File: src/sv/sdr_pkg.sv
package sdr_pkg;

   // Commands from the controller to the datapath.
   typedef struct packed {
      logic load;    // latch a new element and restart the table scan
      logic step;    // read the next stored entry and advance the scan index
      logic finish;  // decide, append if new and the table has room, and present the result
   } ctrl_cmd_type;

   // Status from the datapath to the controller.
   typedef struct packed {
      logic more;    // stored entries remain to be read
      logic pend;    // a read is in flight and its compare is still to come
   } ctrl_status_type;

   localparam int unsigned COUNT_FIELD_W = 6;

endpackage

File: src/sv/stream_duplicate_remover_unit.sv
// Duplicate remover: each accepted byte is checked against the distinct values already stored
// for the current set by reading the table one entry per cycle. Busy stays high while the
// stored values are read, then for the last compare and for the decision, or only for the
// decision when the table is empty, and the result strobes in the cycle after busy falls. At
// the default depth of 32 the table holds up to 32 values. The single read port of the table
// memory makes the busy time grow with the number of stored values. A new element may be
// started in the same cycle as the previous result's strobe. Results are presented for one
// cycle only and the receiver cannot stall them. After reset the block is ready at once; no
// clearing pass is needed.
module stream_duplicate_remover_unit #(
   parameter int unsigned TABLE_DEPTH = 32
) (
   input  logic       clock,
   input  logic       reset,
   input  logic       start,
   output logic       busy,
   input  logic [7:0] req_value,
   input  logic       req_starts_set,
   input  logic       req_ends_set,
   output logic       rsp_strobe,
   output logic [7:0] rsp_value_out,
   output logic       rsp_kept,
   output logic [5:0] rsp_unique_count,
   output logic       rsp_dropped_full,
   output logic       rsp_last_out
);

   sdr_pkg::ctrl_cmd_type    cmd;
   sdr_pkg::ctrl_status_type status;

   sdr_ctrl u_ctrl (
      .clock  (clock),
      .reset  (reset),
      .start  (start),
      .status (status),
      .cmd    (cmd),
      .busy   (busy)
   );

   sdr_datapath #(
      .TABLE_DEPTH (TABLE_DEPTH)
   ) u_datapath (
      .clock            (clock),
      .reset            (reset),
      .cmd              (cmd),
      .status           (status),
      .req_value        (req_value),
      .req_starts_set   (req_starts_set),
      .req_ends_set     (req_ends_set),
      .rsp_strobe       (rsp_strobe),
      .rsp_value_out    (rsp_value_out),
      .rsp_kept         (rsp_kept),
      .rsp_unique_count (rsp_unique_count),
      .rsp_dropped_full (rsp_dropped_full),
      .rsp_last_out     (rsp_last_out)
   );

   // A result always closes a busy period and leaves the block ready.
   assert property (@(posedge clock) disable iff (reset) rsp_strobe |-> $past(busy) && !busy)
      else $error("result strobe without a preceding scan");

   // A value is either stored or dropped, never both.
   assert property (@(posedge clock) disable iff (reset)
                    rsp_strobe |-> !(rsp_kept && rsp_dropped_full))
      else $error("kept and dropped_full both set");

   // A transfer always starts a scan.
   assert property (@(posedge clock) disable iff (reset) (start && !busy) |=> busy)
      else $error("accepted element did not start a scan");

   // The controller only finishes once no read is in flight.
   assert property (@(posedge clock) disable iff (reset)
                    cmd.finish |-> !status.pend && !status.more)
      else $error("finish issued during a table scan");

endmodule

File: src/sv/sdr_ctrl.sv
module sdr_ctrl (
   input  logic                     clock,
   input  logic                     reset,
   input  logic                     start,
   input  sdr_pkg::ctrl_status_type status,
   output sdr_pkg::ctrl_cmd_type    cmd,
   output logic                     busy
);

   localparam logic ST_IDLE = 1'b0;
   localparam logic ST_SCAN = 1'b1;

   logic state_ff;
   logic state_in;

   always_comb begin
      cmd      = '0;
      state_in = state_ff;
      unique case (state_ff)
         ST_IDLE: begin
            if (start) begin
               cmd.load = 1'b1;
               state_in = ST_SCAN;
            end
         end
         ST_SCAN: begin
            if (status.more) begin
               cmd.step = 1'b1;
            end else if (!status.pend) begin
               cmd.finish = 1'b1;
               state_in   = ST_IDLE;
            end
         end
         default: begin
            state_in = ST_IDLE;
         end
      endcase
   end

   always_ff @(posedge clock) begin
      if (reset) begin
         state_ff <= ST_IDLE;
      end else begin
         state_ff <= state_in;
      end
   end

   assign busy = (state_ff == ST_SCAN);

endmodule

File: src/sv/sdr_datapath.sv
module sdr_datapath #(
   parameter int unsigned TABLE_DEPTH = 32
) (
   input  logic                     clock,
   input  logic                     reset,
   input  sdr_pkg::ctrl_cmd_type    cmd,
   output sdr_pkg::ctrl_status_type status,
   input  logic [7:0]               req_value,
   input  logic                     req_starts_set,
   input  logic                     req_ends_set,
   output logic                     rsp_strobe,
   output logic [7:0]               rsp_value_out,
   output logic                     rsp_kept,
   output logic [5:0]               rsp_unique_count,
   output logic                     rsp_dropped_full,
   output logic                     rsp_last_out
);

   localparam int unsigned CW = $clog2(TABLE_DEPTH + 1);
   localparam int unsigned AW = (TABLE_DEPTH > 1) ? $clog2(TABLE_DEPTH) : 1;
   localparam int unsigned XW = (CW > sdr_pkg::COUNT_FIELD_W) ? CW : sdr_pkg::COUNT_FIELD_W;

   logic [7:0]    seen_mem [TABLE_DEPTH];

   logic [7:0]    value_ff;
   logic          last_ff;
   logic [CW-1:0] count_ff, count_in;
   logic [CW-1:0] idx_ff, idx_in;
   logic          pend_ff;
   logic          hit_ff, hit_in;
   logic [7:0]    rd_data_ff;

   logic          is_new;
   logic          store;
   logic [CW-1:0] count_next;
   logic [XW-1:0] count_ext;

   logic          strobe_ff;
   logic [7:0]    out_value_ff;
   logic          out_kept_ff;
   logic [5:0]    out_count_ff;
   logic          out_dropped_ff;
   logic          out_last_ff;

   assign is_new     = !hit_ff;
   assign store      = is_new && (count_ff < CW'(TABLE_DEPTH));
   assign count_next = store ? count_ff + CW'(1) : count_ff;
   assign count_ext  = XW'(count_next);

   always_comb begin
      count_in = count_ff;
      idx_in   = idx_ff;
      hit_in   = hit_ff;
      if (cmd.load) begin
         if (req_starts_set) begin
            count_in = '0;
         end
         idx_in = '0;
         hit_in = 1'b0;
      end else begin
         if (cmd.step) begin
            idx_in = idx_ff + CW'(1);
         end
         if (pend_ff && (rd_data_ff == value_ff)) begin
            hit_in = 1'b1;
         end
         if (cmd.finish) begin
            count_in = count_next;
         end
      end
   end

   always_ff @(posedge clock) begin
      if (reset) begin
         count_ff  <= '0;
         idx_ff    <= '0;
         pend_ff   <= 1'b0;
         hit_ff    <= 1'b0;
         strobe_ff <= 1'b0;
      end else begin
         count_ff  <= count_in;
         idx_ff    <= idx_in;
         pend_ff   <= cmd.step;
         hit_ff    <= hit_in;
         strobe_ff <= cmd.finish;
      end
   end

   always_ff @(posedge clock) begin
      if (cmd.load) begin
         value_ff <= req_value;
         last_ff  <= req_ends_set;
      end
      if (cmd.finish) begin
         out_value_ff   <= value_ff;
         out_kept_ff    <= store;
         out_count_ff   <= count_ext[5:0];
         out_dropped_ff <= is_new && !store;
         out_last_ff    <= last_ff;
      end
   end

   // Entries are only ever read below the fill count, so the table needs no clearing.
   always_ff @(posedge clock) begin
      if (cmd.finish && store) begin
         seen_mem[count_ff[AW-1:0]] <= value_ff;
      end
   end

   always_ff @(posedge clock) begin
      if (cmd.step) begin
         rd_data_ff <= seen_mem[idx_ff[AW-1:0]];
      end
   end

   assign status.more = (idx_ff < count_ff);
   assign status.pend = pend_ff;

   assign rsp_strobe       = strobe_ff;
   assign rsp_value_out    = out_value_ff;
   assign rsp_kept         = out_kept_ff;
   assign rsp_unique_count = out_count_ff;
   assign rsp_dropped_full = out_dropped_ff;
   assign rsp_last_out     = out_last_ff;

endmodule
File: config.mk
export PLATFORM = sky130hd
export DESIGN_NAME = stream_duplicate_remover_unit
export DESIGN_NICKNAME = d
export VERILOG_FILES = /design/src/sv/sdr_pkg.sv /design/src/sv/stream_duplicate_remover_unit.sv /design/src/sv/sdr_ctrl.sv /design/src/sv/sdr_datapath.sv
export SDC_FILE = /design/constraint.sdc
export NUM_CORES = 1
export LEC_CHECK = 0
export ABC_AREA = 1
export BUFFER_PORTS_ARGS = -buffer_cell sky130_fd_sc_hd__clkbuf_2
export CAP_MARGIN = 20
export CORE_UTILIZATION = 67
export DETAILED_ROUTE_END_ITERATION = 12
export PLACE_DENSITY = 0.87
export SLEW_MARGIN = 10
export SYNTH_ARGS = -nofsm -noshare
export SYNTH_HDL_FRONTEND = slang
export SYNTH_SLANG_ARGS = --single-unit
File: constraint.sdc
create_clock -name clock -period 6.8 [get_ports clock]
set_input_delay 1.7 -clock clock [delete_from_list [all_inputs] [get_ports clock]]
set_output_delay 1.7 -clock clock [all_outputs]
set_load 0.03 [all_outputs]
# Word-level counts from Yosys, hierarchy flattened
# Memories as Yosys holds them, arrays and structs flattened. A register that Yosys moved wholly into a read port is not among the register bits.
# Index checks and enable logic that the tools add are counted.
totals:
  ff_bits: 42
  output_inout_bits: 19
  romBits: 0
  latch_bits: 0
  word_cells: 45
  mem_count: 1
  ram_bits: 256
mem_list:
  columns: ["name", "words", "word_bits", "read_ports", "rd_clocked_by_memory_dff", "write_ports", "line_no", "rtl"]
  rows:
  - ["u_datapath.seen_mem", 32, 8, 1, 1, 1, "sdr_datapath.sv:23", "logic [7:0] seen_mem [TABLE_DEPTH];"]
op_classes:
  div_mod_pow: 0
  reduce_logical: 9
  shifts: 0
  muxes: 15
  n_lt_le_gt_ge: 2
  eq_ne: 2
  n_bitwise: 1
  multipliers: 0
  n_addsub: 2
op_table:
  columns: ["operator", "n"]
  rows:
  - ["$mux 6", 4]
  - ["$add 6x1->6 const B", 2]
  - ["$mux 1", 9]
  - ["$eq 8x8->1", 1]
  - ["$lt 6x6->1", 1]
  - ["$lt 6x6->1 const B", 1]
  - ["$logic_and 1x1->1", 4]
  - ["$logic_not 1->1", 2]
  - ["$mux 2", 1]
  - ["$ne 2x2->1 const B", 1]
  - ["$pmux 1 s2", 1]
  - ["$reduce_and 2->1", 1]
  - ["$reduce_bool 2->1", 1]
  - ["$reduce_or 2->1", 1]
  - ["$not 1->1", 1]

# Logic depth before layout (Yosys ltp)
depth:
  word_depth: 6
  ltp_mapped: 12
  mapped_depth_nobuf: 10

# Modules after synthesis
# Synthesis repeated with hierarchy kept, for this count alone.
unflattened:
  cells_unflattened: 1214
  hier_area_um2: 13017.5
by_module_without_submodules:
  columns: ["module", "instances", "area_per_inst_um2", "seq_area_each_um2", "cells_each"]
  rows:
  - ["sdr_datapath", 1, 12956.2, 9008.6, 1203]
  - ["sdr_ctrl", 1, 61.3, 20.0, 11]

# Least setup slack after synthesis
# Ideal clock, no wire load.
synth_timing:
  path_type: "input to register"
  startpoint: "in start"
  endpoint: "reg u_datapath.count_ff[0]"
  t_arrival_ns: 2.599
  required_time_ns: 6.682
  path_buffers: 0
  slack_ns: 4.083
  cell_stages: 5
  cell_sequence: "inv_1 -> nor2_1 -> nand2_1 -> nand3_1 -> a21oi_1"
synth_rtl:
  columns: ["element", "line_no", "rtl"]
  rows:
  - ["from (decl)", "stream_duplicate_remover_unit.sv:15", "input logic start,"]
  - ["to (signal assigned)", "sdr_datapath.sv:81", "count_ff <= count_in;"]
  - ["to (decl)", "sdr_datapath.sv:27", "logic [CW-1:0] count_ff, count_in;"]

# Worst setup path after layout
layout_timing:
  startpoint: "reg u_datapath.idx_ff[1]"
  endpoint: "mem u_datapath.seen_mem[12][3] (enable)"
layout_between:
  elab_chain_len: 6
layout_rtl:
  columns: ["element", "line_no", "rtl"]
  rows:
  - ["from (decl)", "sdr_datapath.sv:28", "logic [CW-1:0] idx_ff, idx_in;"]
  - ["from (signal assigned)", "sdr_datapath.sv:82", "idx_ff <= idx_in;"]
  - ["$lt 6x6->1", "sdr_datapath.sv:116", "assign status.more = (idx_ff < count_ff);"]
  - ["$mux 1", "sdr_ctrl.sv:27", "if (status.more) begin"]
  - ["$mux 2", "sdr_ctrl.sv:19", "unique case (state_ff)"]
  - ["$logic_and 1x1->1", "sdr_datapath.sv:105", "if (cmd.finish && store) begin"]
  - ["$mux 1", "sdr_datapath.sv:105", null]
  - ["$mux 1 (not written as such)", "sdr_datapath.sv:106", "seen_mem[count_ff[AW-1:0]] <= value_ff;"]
  - ["to (decl)", "sdr_datapath.sv:23", null]
# Every way passes these cells.

==> summary.md <==
| Metric | Value |
|---|---|
| Outcome | finished, final reports clean |
| Post-synth EDFFs | 290 |
| CTS Hold Bufs | 0 |
| Drt total wl | 29600 um |
| Hold Path Class | reg -> reg |
| Worst setup SP type | register |
| Post-CTS Resized | 0 |
| Post-synthesis average cell area | 11.2 um^2 |
| Total Power | 4.03 mW |
| Worst R2R Path Depth | 10 |
| Setup Viol. Count Final | 0 |
| Post-synthesis register bit count | 306 |
| NumNets Final | 1187 |
| Drt first pass iters | 6 |
| RSZ-0062 raised after global routing | false |
| Element type at the critical path end | register |
| Wire length per cell | 20.9 um |
| CP required | 6.98 ns |
| Pleak | 5.27 nW |
| Num CTS Buffers | 29 |
| Clock tree buffer depth | 3 |
| Fraction of layout cells with a size suffix above 1 | 9.44% |
| Vias in the first global route | 8340 |
| Synth top cells by count | nand2_1, edfxtp_1, nor2_1, nand3_1, o21ai_0 |
| Congestion Overflow GR | 0 |
| F_max | 315 MHz |
| Critical path peak fanout | 59 |
| Cell count after synthesis | 1139 |
| Final core utilization | 75.2% |
| Root Buffer | clkbuf_16 |
| Post-route clock period utilization | 46.7% |
| Async set-or-reset flop fraction in the synthesized netlist | 0% |
| Crit path time final | 3.18 ns |
| First-pass GRT wire length | 45500 um |
| Worst hold path cell count | 0 |
| Clk_lat worst skew | 0.55 ns |
| Via count | 8538 |
| Fin Setup TNS | 0 ns |
| Drt drc | 0 |
| RePlAce Congestion | 0.937 |
| Post-CTS Setup Inserts | 0 |
| Yosys top cell area share | 68.0% |
| Final ANT Viol Nets | 0 |
| DPL Wire Length | 17500 um |
| Dominant cells by area after synthesis | edfxtp_1, nand2_1, nand3_1 |
| Ant. Diodes | 0 |
| Max-cap violations | 0 |
| Clock skew | 0.0174 ns |
| Crit path DAT | 3.35 ns |
| Syn nets | 1162 |
| Initial Util | 68.5% |
| Cell taking the most area after synthesis | edfxtp_1 |
| Worst-Margin Slew | 0.983 ns |
| DRT iter0 DRCs | 1158 |
| Die width | 140 um |
| Warnings, synthesis | 0 |
| Final-report hold violation count | 0 |
| Pwr dens | 287 mW/mm^2 |
| Count leader, synth | nand2_1 |
| Gr usage total | 31.3% |
| Min Hold Slack | 0.463 ns |
| CTS tree | built |
| Synth Cell Area | 0.0128 mm^2 |
| Worst IR drop on VDD | 257 uV |
| Slew HR | 34.5% |
| Largest net degree at the start of global routing | 81 |
| Die height | 140 um |
| Synth unique cells | 32 |
| Avg Vias per Cell | 6.01 |
| Clock Pin Slew Worst Setup and Hold Paths | 0.06 ns |
| Cell Rows | 50 |
| Port buffer count | 31 |
| DIE AREA | 0.0197 mm^2 |
| # fillers | 1101 |
| CP Class | reg -> reg |
| CTS H-tree lvls | 1 |
| Register area share after synthesis | 70.5% |
| Area grow syn2layout | 9.80% |
| Initial antenna violation count | 0 |
| Core ar. | 0.0187 mm^2 |
| Clock sink count | 306 |
| Final Max Slew Viols | 0 |
| # IOs | 32 |
| Post-synth top flop | edfxtp_1 |
[per-layer routing]
metal / GRT usage (%) / vias to the layer above / part of all wire, %
met1: 42.5 / 4025 / 38
met3: 6.70 / 68 / 11
li1: - / 3912 / -
met2: 50.2 / 533 / 48
met5: 0 / - / 0
met4: 12.1 / 0 / 2.9
[where the power goes]
group	switching, mW	internal [mW]
sequential	0.0197	2.10
clock	0.666	1.07
combinational	0.139	0.0414
[cell type report]
class,instances,area (um^2),share of cell area [%]
Sequential cell,306,9030,64.2
Multi-Input combinational cell,741,3290,23.4
Clock buffer,37,776,5.52
Tap cell,234,293,2.08
Clock inverter,16,254,1.81
Timing Repair Buffer,44,253,1.80
Inverter,42,160,1.14
[placed cells by master, fill, tap and decap left out, types with 3 or more instances in the layout]
cell / netlist / final
nand2_1: 373 / 373
edfxtp_1: 290 / 290
nor2_1: 138 / 138
nand3_1: 113 / 113
o21ai_0: 44 / 44
inv_1: 38 / 38
clkbuf_2: 0 / 31
a21oi_1: 29 / 29
clkbuf_16: 0 / 29
dfxtp_1: 16 / 14
buf_4: 6 / 13
ha_1: 10 / 10
bufinv_16: 0 / 7
xor2_1: 6 / 6
clkbuf_1: 10 / 6
nand2_4: 5 / 5
clkinv_1: 1 / 5
or2_2: 5 / 5
clkinv_2: 0 / 4
nand4_1: 3 / 3
xnor2_1: 3 / 3
[path summary, 6_finish.rpt]
| kind | endpoint | slack, ns | from |
|---|---|---|---|
| min | u_datapath.rsp_last_out$_DFFE_PP_ | 0.46 | u_datapath.last_ff$_DFFE_PP_ |
| max | u_datapath.seen_mem[12][3]$_DFFE_PP_ | 3.62 | u_datapath.idx_ff[1]$_SDFFE_PP0P_ |
| min reg2reg | u_datapath.rsp_last_out$_DFFE_PP_ | 0.46 | u_datapath.last_ff$_DFFE_PP_ |
| max reg2reg | u_datapath.seen_mem[12][3]$_DFFE_PP_ | 3.62 | u_datapath.idx_ff[1]$_SDFFE_PP0P_ |
[kinds of logic after synthesis]
family / share of synthesized area, %
DFF: 70.5
AOI/OAI and AO/OA: 3.08
adders and majority gates: 0.977
xor gates and xnor gates: 0.615
buffers and inverters: 3.79
and+or+nand+nor: 21.1
[metrics by stage]
step	area, um^2	setup slack [ns]	instances
after floorplan	12800	4.08	1139
after global placement	13000	3.80	1367
after detailed placement	13000	3.71	1367
after global routing	14100	3.49	1420
after CTS	14100	3.66	1420
final	14100	3.62	1420
[registers in the layout, indices dropped and copies added, names as in the netlist, 6 cells and up]
name,flops
u_datapath.value_ff,8
u_datapath.rd_data_ff,8
u_datapath.idx_ff,6
u_datapath.seen_mem,256
u_datapath.rsp_value_out,8
u_datapath.count_ff,6
u_datapath.rsp_unique_count,6
[critical path, cell delays in order (launching register included)]
cell and delay (ns):
dfxtp_2 0.55, buf_4 0.60, ha_1 0.26, inv_1 0.05, nand2_2 0.08, nand2_4 0.07
nand2_8 0.10, nand2_8 0.08, nor2_8 0.17, nand2_4 0.17, nor2_1 0.61
Power figures use the tool's default switching activity.
